$ cat config.mk
export PLATFORM = sky130hd
export DESIGN_NAME = dnapm_ctrl
export DESIGN_NICKNAME = d
export VERILOG_FILES = /design/src/dnapm_pkg.sv /design/src/dnapm_ctrl.sv
export SDC_FILE = /design/constraint.sdc
export NUM_CORES = 1
export LEC_CHECK = 0
export ABC_AREA = 1
export BUFFER_PORTS_ARGS = -buffer_cell sky130_fd_sc_hd__buf_2
export CAP_MARGIN = 20
export CORE_MARGIN = 1.5
export CORE_UTILIZATION = 25
export CTS_CLUSTER_DIAMETER = 80
export CTS_CLUSTER_SIZE = 8
export DETAILED_ROUTE_END_ITERATION = 7
export PLACE_DENSITY_LB_ADDON = 0.2
export SYNTH_ARGS = -nofsm -noshare
export SYNTH_HDL_FRONTEND = slang
export SYNTH_SLANG_ARGS = --single-unit
$ cat constraint.sdc
create_clock -name clk_i -period 1.3 [get_ports clk_i]
set_input_delay 0.13 -clock clk_i [delete_from_list [all_inputs] [get_ports clk_i]]
set_output_delay 0.13 -clock clk_i [all_outputs]
set_load 0.01 [all_outputs]
$ cat src/dnapm_pkg.sv
`default_nettype none

package dnapm_pkg;

  // item commands
  localparam logic [1:0] CMD_CLEAR   = 2'd0;
  localparam logic [1:0] CMD_LOAD    = 2'd1;
  localparam logic [1:0] CMD_SUBJECT = 2'd2;
  localparam logic [1:0] CMD_RESTART = 2'd3;

  // result status codes
  localparam logic [2:0] ST_OK      = 3'd0;
  localparam logic [2:0] ST_MATCH   = 3'd1;
  localparam logic [2:0] ST_DUP     = 3'd2;
  localparam logic [2:0] ST_NONBASE = 3'd3;
  localparam logic [2:0] ST_LENGTH  = 3'd4;
  localparam logic [2:0] ST_FULL    = 3'd5;
  localparam logic [2:0] ST_REFUSED = 3'd6;

  // configuration register indexes and reset values
  localparam logic        CFG_WIDTH    = 1'b0;
  localparam logic        CFG_CODES    = 1'b1;
  localparam logic [5:0]  WIDTH_RESET  = 6'd8;
  localparam logic [31:0] CODES_RESET  = 32'd1414022977;

  // datapath operations
  typedef enum logic [4:0] {
    OP_NONE,
    OP_CLEAR,
    OP_INIT,
    OP_RESTART,
    OP_LOAD_RD,
    OP_LOAD_ADV,
    OP_PAT_RD_L,
    OP_SUBJ,
    OP_G_RD,
    OP_G_RES,
    OP_G_FOLLOW,
    OP_G_FAIL0,
    OP_G_PUSH,
    OP_W_NEXT,
    OP_C_RD,
    OP_C_WR,
    OP_POP,
    OP_TOP
  } op_e;

  typedef struct packed {
    op_e        op;
    logic       emit;
    logic [2:0] st;
    logic       load_end;
    logic       pat_wr;
  } dp_cmd_t;

  typedef struct packed {
    logic [1:0] item_cmd;
    logic       init_last;
    logic       ch_valid;
    logic       cur_zero;
    logic       fl_valid;
    logic       len_zero;
    logic       sp_zero;
    logic       walk_last;
    logic       scanning;
    logic       pat_bad;
    logic       pnum_bad;
    logic       slot_bad;
    logic       pos_ge_w;
    logic       pos_eq_w;
    logic       last;
    logic       full;
    logic       pat_nz;
    logic       out_free;
  } dp_stat_t;

endpackage

`default_nettype wire

$ cat src/dnapm_ctrl.sv
`default_nettype none

module dnapm_ctrl (
  input  wire                  clk_i,
  input  wire                  rst_ni,
  input  wire                  in_take_i,
  output logic                 in_ready_o,
  input  dnapm_pkg::dp_stat_t  stat_i,
  output dnapm_pkg::dp_cmd_t   cmd_o
);
  import dnapm_pkg::*;

  localparam logic [4:0] S_INIT_RST = 5'd0;
  localparam logic [4:0] S_IDLE     = 5'd1;
  localparam logic [4:0] S_DEC      = 5'd2;
  localparam logic [4:0] S_INIT_CLR = 5'd3;
  localparam logic [4:0] S_L_EV     = 5'd4;
  localparam logic [4:0] S_INIT_NEW = 5'd5;
  localparam logic [4:0] S_L_CHK    = 5'd6;
  localparam logic [4:0] S_L_PAT    = 5'd7;
  localparam logic [4:0] S_G_RD     = 5'd8;
  localparam logic [4:0] S_G_EV     = 5'd9;
  localparam logic [4:0] S_W_NEXT   = 5'd10;
  localparam logic [4:0] S_C_RD     = 5'd11;
  localparam logic [4:0] S_C_WR     = 5'd12;
  localparam logic [4:0] S_POP      = 5'd13;
  localparam logic [4:0] S_TOP      = 5'd14;
  localparam logic [4:0] S_S_PAT    = 5'd15;
  localparam logic [4:0] S_EMIT     = 5'd16;

  logic [4:0] state_q, state_d;
  logic [2:0] st_q, st_d;
  logic       le_q, le_d;
  logic       pw_q, pw_d;

  // next state and datapath commands
  always_comb begin
    state_d = state_q;
    st_d = st_q;
    le_d = le_q;
    pw_d = pw_q;
    in_ready_o = 1'b0;
    cmd_o = '{op: OP_NONE, emit: 1'b0, st: ST_OK, load_end: 1'b0, pat_wr: 1'b0};
    case (state_q)
      S_INIT_RST: begin
        cmd_o.op = OP_INIT;
        if (stat_i.init_last) state_d = S_IDLE;
      end
      S_IDLE: begin
        in_ready_o = 1'b1;
        if (in_take_i) state_d = S_DEC;
      end
      S_DEC: begin
        st_d = ST_OK;
        le_d = 1'b0;
        pw_d = 1'b0;
        case (stat_i.item_cmd)
          CMD_CLEAR: begin
            cmd_o.op = OP_CLEAR;
            state_d = S_INIT_CLR;
          end
          CMD_LOAD: begin
            state_d = S_EMIT;
            le_d = 1'b1;
            if (stat_i.scanning) begin
              st_d = ST_REFUSED;
              le_d = 1'b0;
            end else if (stat_i.pat_bad) begin
              st_d = ST_OK;
            end else if (stat_i.pnum_bad) begin
              st_d = ST_REFUSED;
            end else if (stat_i.slot_bad) begin
              st_d = ST_NONBASE;
            end else if (stat_i.pos_ge_w) begin
              st_d = ST_LENGTH;
            end else begin
              cmd_o.op = OP_LOAD_RD;
              state_d = S_L_EV;
            end
          end
          CMD_SUBJECT: begin
            cmd_o.op = OP_SUBJ;
            if (stat_i.slot_bad) begin
              st_d = ST_NONBASE;
              state_d = S_EMIT;
            end else begin
              state_d = S_G_RD;
            end
          end
          default: begin
            cmd_o.op = OP_RESTART;
            state_d = S_EMIT;
          end
        endcase
      end
      S_INIT_CLR: begin
        cmd_o.op = OP_INIT;
        if (stat_i.init_last) state_d = S_EMIT;
      end
      S_L_EV: begin
        if (stat_i.ch_valid) begin
          cmd_o.op = OP_LOAD_ADV;
          state_d = S_L_CHK;
        end else if (stat_i.full) begin
          st_d = ST_FULL;
          state_d = S_EMIT;
        end else begin
          cmd_o.op = OP_LOAD_ADV;
          state_d = S_INIT_NEW;
        end
      end
      S_INIT_NEW: begin
        cmd_o.op = OP_INIT;
        if (stat_i.init_last) state_d = S_L_CHK;
      end
      S_L_CHK: begin
        if (!stat_i.last) begin
          state_d = S_EMIT;
        end else if (!stat_i.pos_eq_w) begin
          st_d = ST_LENGTH;
          state_d = S_EMIT;
        end else begin
          cmd_o.op = OP_PAT_RD_L;
          state_d = S_L_PAT;
        end
      end
      S_L_PAT: begin
        if (stat_i.pat_nz) st_d = ST_DUP;
        else pw_d = 1'b1;
        state_d = S_EMIT;
      end
      S_G_RD: begin
        cmd_o.op = OP_G_RD;
        state_d = S_G_EV;
      end
      // resolve one step of the goto loop
      S_G_EV: begin
        if (stat_i.ch_valid || stat_i.cur_zero) begin
          cmd_o.op = OP_G_RES;
          state_d = S_C_RD;
        end else if (stat_i.fl_valid) begin
          cmd_o.op = OP_G_FOLLOW;
          state_d = S_G_RD;
        end else if (stat_i.len_zero) begin
          cmd_o.op = OP_G_FAIL0;
          state_d = S_G_RD;
        end else begin
          cmd_o.op = OP_G_PUSH;
          state_d = S_W_NEXT;
        end
      end
      S_W_NEXT: begin
        cmd_o.op = OP_W_NEXT;
        state_d = S_G_RD;
      end
      S_C_RD: begin
        cmd_o.op = OP_C_RD;
        state_d = S_C_WR;
      end
      S_C_WR: begin
        cmd_o.op = OP_C_WR;
        if (stat_i.sp_zero) state_d = S_TOP;
        else if (stat_i.walk_last) state_d = S_POP;
        else state_d = S_W_NEXT;
      end
      S_POP: begin
        cmd_o.op = OP_POP;
        state_d = S_G_RD;
      end
      S_TOP: begin
        cmd_o.op = OP_TOP;
        state_d = S_S_PAT;
      end
      S_S_PAT: begin
        st_d = stat_i.pat_nz ? ST_MATCH : ST_OK;
        state_d = S_EMIT;
      end
      S_EMIT: begin
        if (stat_i.out_free) begin
          cmd_o.emit = 1'b1;
          cmd_o.st = st_q;
          cmd_o.load_end = le_q;
          cmd_o.pat_wr = pw_q;
          state_d = S_IDLE;
        end
      end
      default: state_d = S_IDLE;
    endcase
  end

  always_ff @(posedge clk_i or negedge rst_ni) begin
    if (!rst_ni) begin
      state_q <= S_INIT_RST;
      st_q <= ST_OK;
      le_q <= 1'b0;
      pw_q <= 1'b0;
    end else begin
      state_q <= state_d;
      st_q <= st_d;
      le_q <= le_d;
      pw_q <= pw_d;
    end
  end

endmodule

`default_nettype wire

Word level (Yosys, flattened, before mapping)
Index checks and enable logic that the tools add are counted.
- register bits: 10
- input bits: 22
- logic and storage cells: 101
- equal/unequal tests: 29
- mux-type cells: 57
- reductions and logical operators: 11
- operators with widths (kind ; count):
    two-way mux 5 bit ; 15
    case mux 5 bit (15 select lines) ; 1
    two-way mux 3 bit ; 24
    case mux 5 bit (11 select lines) ; 1
    equality test 5 x 4 -> 1 bit, second input constant ; 8
    inequality test 2 bit, second input constant ; 11
    equality test 5 x 3 -> 1 bit, second input constant ; 4
    case mux 3 bit (5 select lines) ; 1
    case mux 5 bit (3 select lines) ; 1
    two-way mux 6 bit ; 2
    equality test 5 x 2 -> 1 bit, second input constant ; 2
    case mux 3 bit (3 select lines) ; 1
    two-way mux 2 bit ; 4
    case mux 3 bit (2 select lines) ; 1
    AND reduction 6 bit ; 1
    equality test 5 x 1 -> 1 bit, second input constant ; 1
    equality test 5 bit, second input constant ; 1
    logical NOT 5 bit ; 1
    two-way mux 1 bit ; 5
    AND reduction 5 bit ; 1
    nonzero test 5 bit ; 1
    OR reduction 2 bit ; 2
    OR reduction 3 bit ; 1
    equality test 2 x 1 -> 1 bit, second input constant ; 1
    other kinds (6) ; 6

Longest topological paths before layout
Gate-level depths: netlist of run 1.
- word-level depth: 7
- mapped depth: 12
- mapped depth without buffers: 11

Worst setup path after synthesis of run 1
No wires, ideal clock.
- kind: register to output
- from: register state_q[0]
- to: output cmd_o[0] in the netlist's numbering
- arrival time: 1.228 ns
- required time: 1.170 ns
- path slack: -0.058 ns
- cell stages (with the launch flop): 7
- path buffers: 1
- path through: dfrtp_1 > buf_2 > inv_2 > nand2_2 > nor3_1 > nand2_1 > nor2_1
- RTL lines (element ; RTL line ; text):
    start: declaration ; dnapm_ctrl.sv:31 ; logic [4:0] state_q, state_d;
    start signal: assignment ; dnapm_ctrl.sv:198 ; state_q <= state_d;
    end: declaration ; dnapm_ctrl.sv:9 ; output dnapm_pkg::dp_cmd_t cmd_o

==> results.txt, run 1 <==
The max-slew headroom at the worst pin is 77.9%. The clock root buffer is sky130_fd_sc_hd__clkbuf_8. The layout overhead on the synthesized area came out at 83.2%. In this run the static leakage power is 1.16 nW. The number of nets handed over by synthesis was 233. The slowest stage of the critical path belongs to the cell sky130_fd_sc_hd__dfrtp_2. Pin placement for this block handled 34 I/O pins.

Data on the critical path arrives at its endpoint at 1.52 ns. The final worst clock skew is 0.00140 ns. The startpoint identified for the worst hold timing path is stat_i[9]. The clock sink total came out at 10. The startpoint class of the critical path is a register.

The number of buffers inserted during clock tree synthesis is 3. The count of maximum capacitance violations is 0. The origin of the critical flop-to-flop path is state_q[0]$_DFFE_PN0P_. The count of H-tree levels built during CTS is 1. The startpoint-to-endpoint class of the critical path is reg -> out. The floorplan die width is 72.2 um. The first global-routing pass estimated 7200 um of wire.

The largest stage delay on the critical path came out at 0.48 ns. STA classifies the critical path endpoint as an output pin. The amount of wire on met3 after detailed routing is 189 um. Dividing the detail-routed via count by the number of cells gives 4.63. The number of placement rows came out at 24. The quantity of I/O buffers inserted on ports came out at 33. The flow ran to the end, but the final reports show violations. The worst register-to-register path has a setup slack of -0.25 ns. The final clock period utilization by the worst path is 127%. The count of nets left with antenna violations after detail routing came out at 0.

TritonCTS built the clock tree. The worst IR drop on VDD is 0.772 mV. The tightest hold path in the finished design has a slack of 0.216 ns. In this run the worst hold path is classified as in -> reg.

The filler-free cell count of the finished design came out at 348. The unique cell type count in the Yosys netlist came out at 29. The met2 wire length is 2190 um.

The final critical-path required period is 1.65 ns. The worst endpoint required time is 1.17 ns. The first TritonRoute pass finished after 4 iterations. Dividing the detail-routed wire length by the instance count gives 12.8 um. The checks that failed: setup timing. The height of the chip came out at 72.2 um.

Yosys mapped a number of flops with a built-in enable equal to 0. The sum of internal, switching and leakage power is 0.00383 W. For this block, the initial DRC count from the detailed router was 61. The maximum count of clock buffers along a single path is 2. The final-stage net count is 323.

The critical path goes through nor2_4 > nand2_4 > nor2_8 > inv_4 > a21oi_2 > o21ai_1 > nand3_1 > buf_2. The placed wire-length estimate is 3290 um. After synthesis, flip-flops and latches occupy 20.9% of the total area. The library cells used most frequently in the layout, excluding fill and tap cells, are sky130_fd_sc_hd__nand2_1, sky130_fd_sc_hd__buf_4, sky130_fd_sc_hd__buf_2. Counting tap cells, the placed design contains a total of 325 instances. The gate count after technology mapping is 207. The number of hold-slack violations in the final timing report is 0. The overall track demand over capacity in global routing came out at 17.6%.

The via count of the first global-routing pass came to 1,559. The maximum fanout along the worst path is 5. The number of buffers and inverters on the critical path is 2.

The initial utilization of the core area, before any placement, comes to 26.8%. The met1 wire length is 2020 um. The area of the core is 4470 um^2.

The fraction of synthesized cell area taken by the top area cell type came out at 20.9%. By area the synthesized netlist is led by sky130_fd_sc_hd__dfrtp_1, sky130_fd_sc_hd__nand2_1, sky130_fd_sc_hd__nor2_1. The highest clock frequency the design can meet is 604 MHz.

After detailed routing, no signal wire sits above met4. The power per unit of standard cell area is 1750 nW/um^2. The largest total area in the synthesized netlist belongs to sky130_fd_sc_hd__dfrtp_1. The most common cell after layout, fill and taps aside is sky130_fd_sc_hd__nand2_1.

Clock-pin slew was measured on the worst setup and hold paths at 0.05 ns. The die covers 5210 um^2. Across all setup checks in the final design, the least slack found is -0.355 ns. The total number of yosys warnings came out at 0. The cell area after synthesis came out at 1200 um^2. The initial antenna violation count came out at 0.

The congestion estimate from routability-driven global placement came to 0.857. For this run, design rule violations remaining after detail routing come to 0. Entering global routing, the biggest net connects 11 pins. On the critical path the largest part of the delay comes from simple AND/OR/NAND/NOR gates. The antenna diode count is 0. The latest clock arrival within the worst-skew pair came out at 0.23 ns.

In the final timing run, aggregate negative setup slack is -5.28 ns. Of all flip-flops after synthesis, the portion carrying an async set or reset was 100%. Averaged over all synthesized cells, the footprint is 5.78 um^2.

The most critical setup path has its startpoint at state_q[0]$_DFFE_PN0P_. The share of layout cells above drive strength 1 is 52.4%. Setup repair after global routing could not meet its margin everywhere. For this run the aggregate overflow at the end of global routing stands at 0. The number of failing setup endpoints in the final timing report came out at 19. The total wirelength of the detailed-routed design is 4460 um.

The routed via count came out at 1,611. The slew at the pin closest to its max-slew limit is 0.328 ns. The number of pins exceeding their max-slew limit in the final report came out at 0. Synthesis inferred 10 register bits. The dominant synthesized flop cell is sky130_fd_sc_hd__dfrtp_1.
[cell type report]
| class | count | area, um^2 |
|---|---|---|
| multi-input combinational | 158 | 1040 |
| sequential | 10 | 256 |
| inverter | 38 | 163 |
| timing repair buffer | 86 | 617 |
| clock buffer | 4 | 55.1 |
| fill | 451 | 2280 |
| tap | 52 | 65.1 |
[path summary, 6_finish.rpt]
kind                                                to  depth (start not counted)
worst max-delay path                          cmd_o[8]                          8
worst min-delay path                  le_q$_DFFE_PN0P_                          4
worst max register to register     st_q[0]$_DFFE_PN0P_                          9
worst min register to register     st_q[1]$_DFFE_PN0P_                          2
max in group asynchronous       state_q[0]$_DFFE_PN0P_                          2
min in group asynchronous          st_q[0]$_DFFE_PN0P_                          2
[synthesized netlist by cell type, types with 3 or more instances]
cell                       n
sky130_fd_sc_hd__inv_2     9
sky130_fd_sc_hd__o21ai_1   3
sky130_fd_sc_hd__ha_1      4
sky130_fd_sc_hd__nand4_1   4
sky130_fd_sc_hd__o21ai_0  12
sky130_fd_sc_hd__nand3_1  14
sky130_fd_sc_hd__nor2_4    3
sky130_fd_sc_hd__inv_1    29
sky130_fd_sc_hd__nand2_1  56
sky130_fd_sc_hd__a21oi_1   8
sky130_fd_sc_hd__nor3_1    5
sky130_fd_sc_hd__nand2_2   3
sky130_fd_sc_hd__dfrtp_1  10
sky130_fd_sc_hd__nor2_1   32
[stage by stage]
stage | area (um^2) | utilization, % | worst slack, ns
2_1_floorplan | 1220 | - | -0.00224
3_3_place_gp | 1700 | 38.0 | -0.266
3_5_place_dp | 1700 | 38.0 | -0.218
4_1_cts | 1990 | 44.5 | -0.337
5_1_grt | 2190 | 49.0 | -0.443
6_report | 2190 | 49.0 | -0.355
[flip-flops by register name (all words and copies together), names as in the netlist]
| register | cells |
|---|---|
| le_q | 1 |
| pw_q | 1 |
| st_q | 3 |
| state_q | 5 |
[what timing repair did]
item                                   4_1_cts  5_1_grt
resized for setup                           42       42
hold buffers                                 1        0
endpoints found under the hold margin       10        0
setup endpoints to repair                   21       22
buffers inserted                            10        8
pin swaps                                   12       20
gates cloned                                 0        0
[per-layer routing]
metal | global-route usage, % | vias to the layer above
met1 | 23.2 | 732
met3 | 2.22 | 6
met2 | 30.2 | 35
li1 | - | 838
met4 | 4.61 | 0
met5 | 0 | -
[kinds of logic (layout without fill, tap and decap cells)]
logic type	count (synthesis)	after routing	share of synthesized area [%]
compound gates	31	31	15.0
fa+ha+maj	4	4	4.18
buf+inv	39	128	12.3
flops	10	10	20.9
simple gates	123	123	47.5
[worst register-to-register path: cells and delay by family, from the launching register on]
family                 cells  cell delay (ns)
buffers and inverters      2             0.16
and+or+nand+nor            7             0.81
DFF                        1             0.48
[power breakdown]
part	switching, W	total (W)	internal (W)
logic	0.00151	0.00284	0.00133
registers	0.000161	0.000605	0.000444
clock network	0.000120	0.000386	0.000266
total	0.00179	0.00383	0.00204
Power figures use the tool's default switching activity.
==> inputs of run 2 (changes only) <==
- ABC_AREA: 1 -> 0
- TNS_END_PERCENT: unset -> 30
==> run 2 against run 1 <==
  * The flow still finishes with violations (setup timing)
  * Sequential share of layout area down 0.50 points
  * Critical path type unchanged
  * Count of clock-buffer cells in the layout unchanged
  * Worst hold slack better by 0.063 ns
  * Largest cell class unchanged
  * Design area up 3.5%
  * Synthesized cell count down 19%
  * Synthesized area up 3.3%
  * Via count up 3.1%
  * Wire length up 2.4%
  * Clock skew up 0.0070 ns
==> results.txt, run 2 <==
The total congestion overflow after global routing came out at 0 (unchanged). The multiplexer share of the synthesized area is 2.02% (+2.0 points). The worst setup path is launched from a register.

The mean post-synth cell area came out at 7.41 um^2 (+28%). The critical path in this run is classified as reg -> out. Setup repair after global routing could not meet its margin everywhere. The cell area after synthesis is 1240 um^2 (+3.3%). The area fraction in compound gates after synthesis came out at 31.1% (+16 points). The worst min-delay path class is in -> async.

The total leakage power came out at 1.05 nW (-9.2%). The initial antenna violation count is 0 (unchanged). The maximum count of clock buffers along a single path is 2 (unchanged). The synthesized-area fraction occupied by adder cells came out at 4.04% (-0.14 points). The setup slack of the critical path after layout is -0.477 ns (-0.122 ns). The main combinational cell family by area after synthesis is simple AND/OR/NAND/NOR gates. state_q holds more flip-flops than any other register. The final-stage net count came to 297 (-8.0%). The share of layout cells above drive strength 1 is 53.7% (+1.3 points). Leaving out fill and tap cells, the most frequent cell in the layout is sky130_fd_sc_hd__buf_4.

The via count of the first global-routing pass is 1,586 (+1.7%). The height of the chip is 73.4 um (+1.6%). The power per unit of standard cell area came out at 1800 nW/um^2 (+3.3%). The unique cell type count in the Yosys netlist came out at 55 (+90%). Ranked by total cell area, the synthesized netlist is headed by sky130_fd_sc_hd__dfrtp_1, sky130_fd_sc_hd__a21oi_1, sky130_fd_sc_hd__o21ai_0. The clock-pin transition on the worst setup and hold timing paths came out at 0.05 ns (about the same). The endpoint identified for the worst register-to-register timing path is st_q[0]$_DFFE_PN0P_. The routed via count came out at 1,661 (+3.1%).

The instance count after placement with tap cells included is 320 (-1.5%). The violation count after the first detailed-route iteration is 90 (+48%). The share of the core filled with cells in the final layout is 47.7% (-1.3 points). The sum of internal, switching and leakage power came out at 0.00410 W (+6.9%). The maximum fanout along the worst path is 8 (+3). The count of nets left with antenna violations after detail routing is 0 (unchanged). The worst endpoint required time came to 1.17 ns (about the same). The placed wire-length estimate came out at 3540 um (+7.8%). The area of the die came to 5380 um^2 (+3.2%). The gate count after technology mapping is 167 (-19%). The footprint of the multi-input gates came out at 1040 um^2 (+0.12%). The number of enable flip-flop cells after synthesis is 0 (unchanged). The I/O pin count is 34 (unchanged). The overall track demand over capacity in global routing came to 18.1% (+0.52 points).

The most common cell in the netlist is sky130_fd_sc_hd__nor2_1. In the layout the commonest cells are sky130_fd_sc_hd__buf_4, sky130_fd_sc_hd__buf_2, sky130_fd_sc_hd__buf_6. The filler-free cell count of the finished design is 337 (-3.2%). The largest area contributor in the synthesized netlist is sky130_fd_sc_hd__dfrtp_1. The total number of yosys warnings is 0 (unchanged). The final hold slack came out at 0.279 ns (+0.0631 ns). The sum of negative setup slack is -6.97 ns (-1.69 ns). The number of hold-slack violations in the final timing report is 0 (unchanged). The placer congestion estimate is 0.826 (-3.6%). The largest registers in the layout are state_q x5, st_q x3. The flip-flop count of the largest register after layout came out at 5 (unchanged). The post-synthesis share of cell area spent on xor and xnor gates came out at 1.42% (+1.4 points). The highest clock frequency the design can meet came out at 563 MHz (-6.9%). The area of the core is 4750 um^2 (+6.3%). The post-synth net total came out at 193 (-17%).

The final worst clock skew is 0.00835 ns (+0.00695 ns). The latest clock arrival within the worst-skew pair came out at 0.24 ns (about the same). The final critical-path required period was 1.78 ns (+0.122 ns). The floorplan die width came out at 73.4 um (+1.6%). The detailed-router iteration count before antenna repair came out at 4 (unchanged). The depth of the worst register-to-register path came out at 5 (-4). The number of placement rows came out at 25 (+4.2%). The number of failing setup endpoints in the final timing report was 22 (+3). The remaining design rule violation count came to 0 (unchanged). The worst IR drop on VDD came to 0.847 mV (+9.7%). The number of vias per cell is 4.93 (+6.5%).

The wire length per cell is 13.5 um (+5.7%). The count of H-tree levels built during CTS is 1 (unchanged). For this run, the leading register cell type out of synthesis is sky130_fd_sc_hd__dfrtp_1. The arrival time reported for the critical path endpoint came out at 1.65 ns (+0.13 ns).

The fraction of synthesized cell area taken by the top area cell type is 20.2% (-0.68 points). In this run the clock root is driven by a sky130_fd_sc_hd__clkbuf_8. The first-pass GRT wire length is 7490 um (+4.0%). The number of pins exceeding their max-slew limit in the final report came out at 0 (unchanged).

By count the netlist is led by sky130_fd_sc_hd__nor2_1, sky130_fd_sc_hd__a21oi_1, sky130_fd_sc_hd__o21ai_0. The register-to-register path setup slack is -0.45 ns (-0.20 ns). The antenna diode count is 0 (unchanged). The total of flip-flops plus latches after synthesis is 10 (unchanged).

The register area came out at 254 um^2 (-0.98%). The quantity of I/O buffers inserted on ports is 33 (unchanged). The starting density of the core is 26.0% (-0.74 points). The number of fillers in the final layout came out at 490 (+8.6%).

The checks that failed: setup timing. The run finished, with violations left. STA classifies the critical path endpoint as an output pin.

The simple logic cell fraction of the synthesized area was 34.5% (-13 points). The slew at the pin closest to its max-slew limit came out at 0.409 ns (+0.0801 ns). The number of buffers inserted during clock tree synthesis came out at 3 (unchanged). The clock sink total was 10 (unchanged). The max-slew headroom at the worst pin is 72.7% (-5.2 points).

Relative to the synthesized area, the layout overhead comes to 83.4%. The largest net degree at the start of global routing came out at 15 (+4). The total wirelength of the detailed-routed design came out at 4560 um (+2.4%). The TritonCTS clock tree is built. The share of flip-flops with an asynchronous set or reset after synthesis is 100% (unchanged). The count of maximum capacitance violations was 0 (unchanged). The final clock period utilization by the worst path is 137% (+9.4 points). The sequential cell area fraction in the yosys report came out at 20.2% (-0.68 points). The origin of the critical flop-to-flop path is state_q[2]$_DFFE_PN0P_.
## run 2: changes by cell type after synthesis, sizes merged, moves of 3 or more
| cell | before | now |
|---|---|---|
| a2bb2oi | 0 | 4 |
| o21ai | 16 | 12 |
| inv | 38 | 10 |
| and2 | 0 | 5 |
| a21oi | 9 | 12 |
| nand3 | 15 | 6 |
| nand2b | 0 | 6 |
| o211ai | 0 | 3 |
| buf | 1 | 9 |
| nor2 | 36 | 15 |
| or4 | 0 | 3 |
| nand2 | 60 | 9 |
## run 2: metal layers
metal  GRT usage [%]  part of all wire (%)  up-vias
li1                -                     -      836
met1            24.0                    45      767
met2            30.7                    49       52
met3            2.33                   5.2        6
met4            5.14                   1.4        0
met5               0                     0        -
## run 2: worst max-delay path by stage
stage / slack, ns / startpoint / endpoint
after floorplan: -0.32 / state_q[3]$_DFFE_PN0P_ / st_q[0]$_DFFE_PN0P_
after CTS: -0.48 / state_q[2]$_DFFE_PN0P_ / cmd_o[8]
after detailed placement: -0.42 / state_q[1]$_DFFE_PN0P_ / st_q[0]$_DFFE_PN0P_
after global placement: -0.40 / state_q[1]$_DFFE_PN0P_ / state_q[4]$_DFFE_PN0P_
after global routing: -0.55 / state_q[2]$_DFFE_PN0P_ / cmd_o[7]
final: -0.48 / state_q[2]$_DFFE_PN0P_ / cmd_o[8]
## run 2: kinds of logic (layout without fill, tap and decap cells)
logic type	Yosys count	in the layout
and+or+nand+nor	73	73
AOI/OAI and AO/OA	56	56
buffers and inverters	20	123
DFF	10	10
adders and majority gates	4	4
xor gates and xnor gates	2	2
muxes	2	2
## run 2: area by class of cell
class	count	share of cell area, %
Clock buffer	4	1.98
Inverter	10	1.65
Multi-Input combinational cell	137	45.8
Sequential cell	10	11.2
Tap cell	67	3.69
Timing Repair Buffer	109	35.7
## run 2: critical path: stages, from the launching register on
cell and delay [ns]:
sky130_fd_sc_hd__dfrtp_2 0.48, sky130_fd_sc_hd__nand2b_4 0.17, sky130_fd_sc_hd__nand4b_1 0.31, sky130_fd_sc_hd__a2bb2oi_2 0.21
sky130_fd_sc_hd__o211ai_1 0.08, sky130_fd_sc_hd__buf_2 0.16
## run 2: metrics by stage
stage                     worst slack [ns]  cell area, um^2
after floorplan                     -0.319             1260
after global placement              -0.402             1940
after detailed placement            -0.421             1940
after CTS                           -0.484             2240
after global routing                -0.552             2270
final                               -0.477             2270
## run 2: power by group
group          switching, W  total (W)  internal [W]
registers          0.000133   0.000583      0.000450
logic               0.00144    0.00317       0.00173
clock network      0.000123   0.000337      0.000215
total               0.00170    0.00410       0.00240
## run 2: timing repair
item	in CTS	in global routing
endpoints found under the hold margin	10	0
setup buffers	13	0
endpoints found under the setup margin	22	22
pin swaps	14	7
hold buffers	1	0
cloned	0	0
resized for setup	41	10
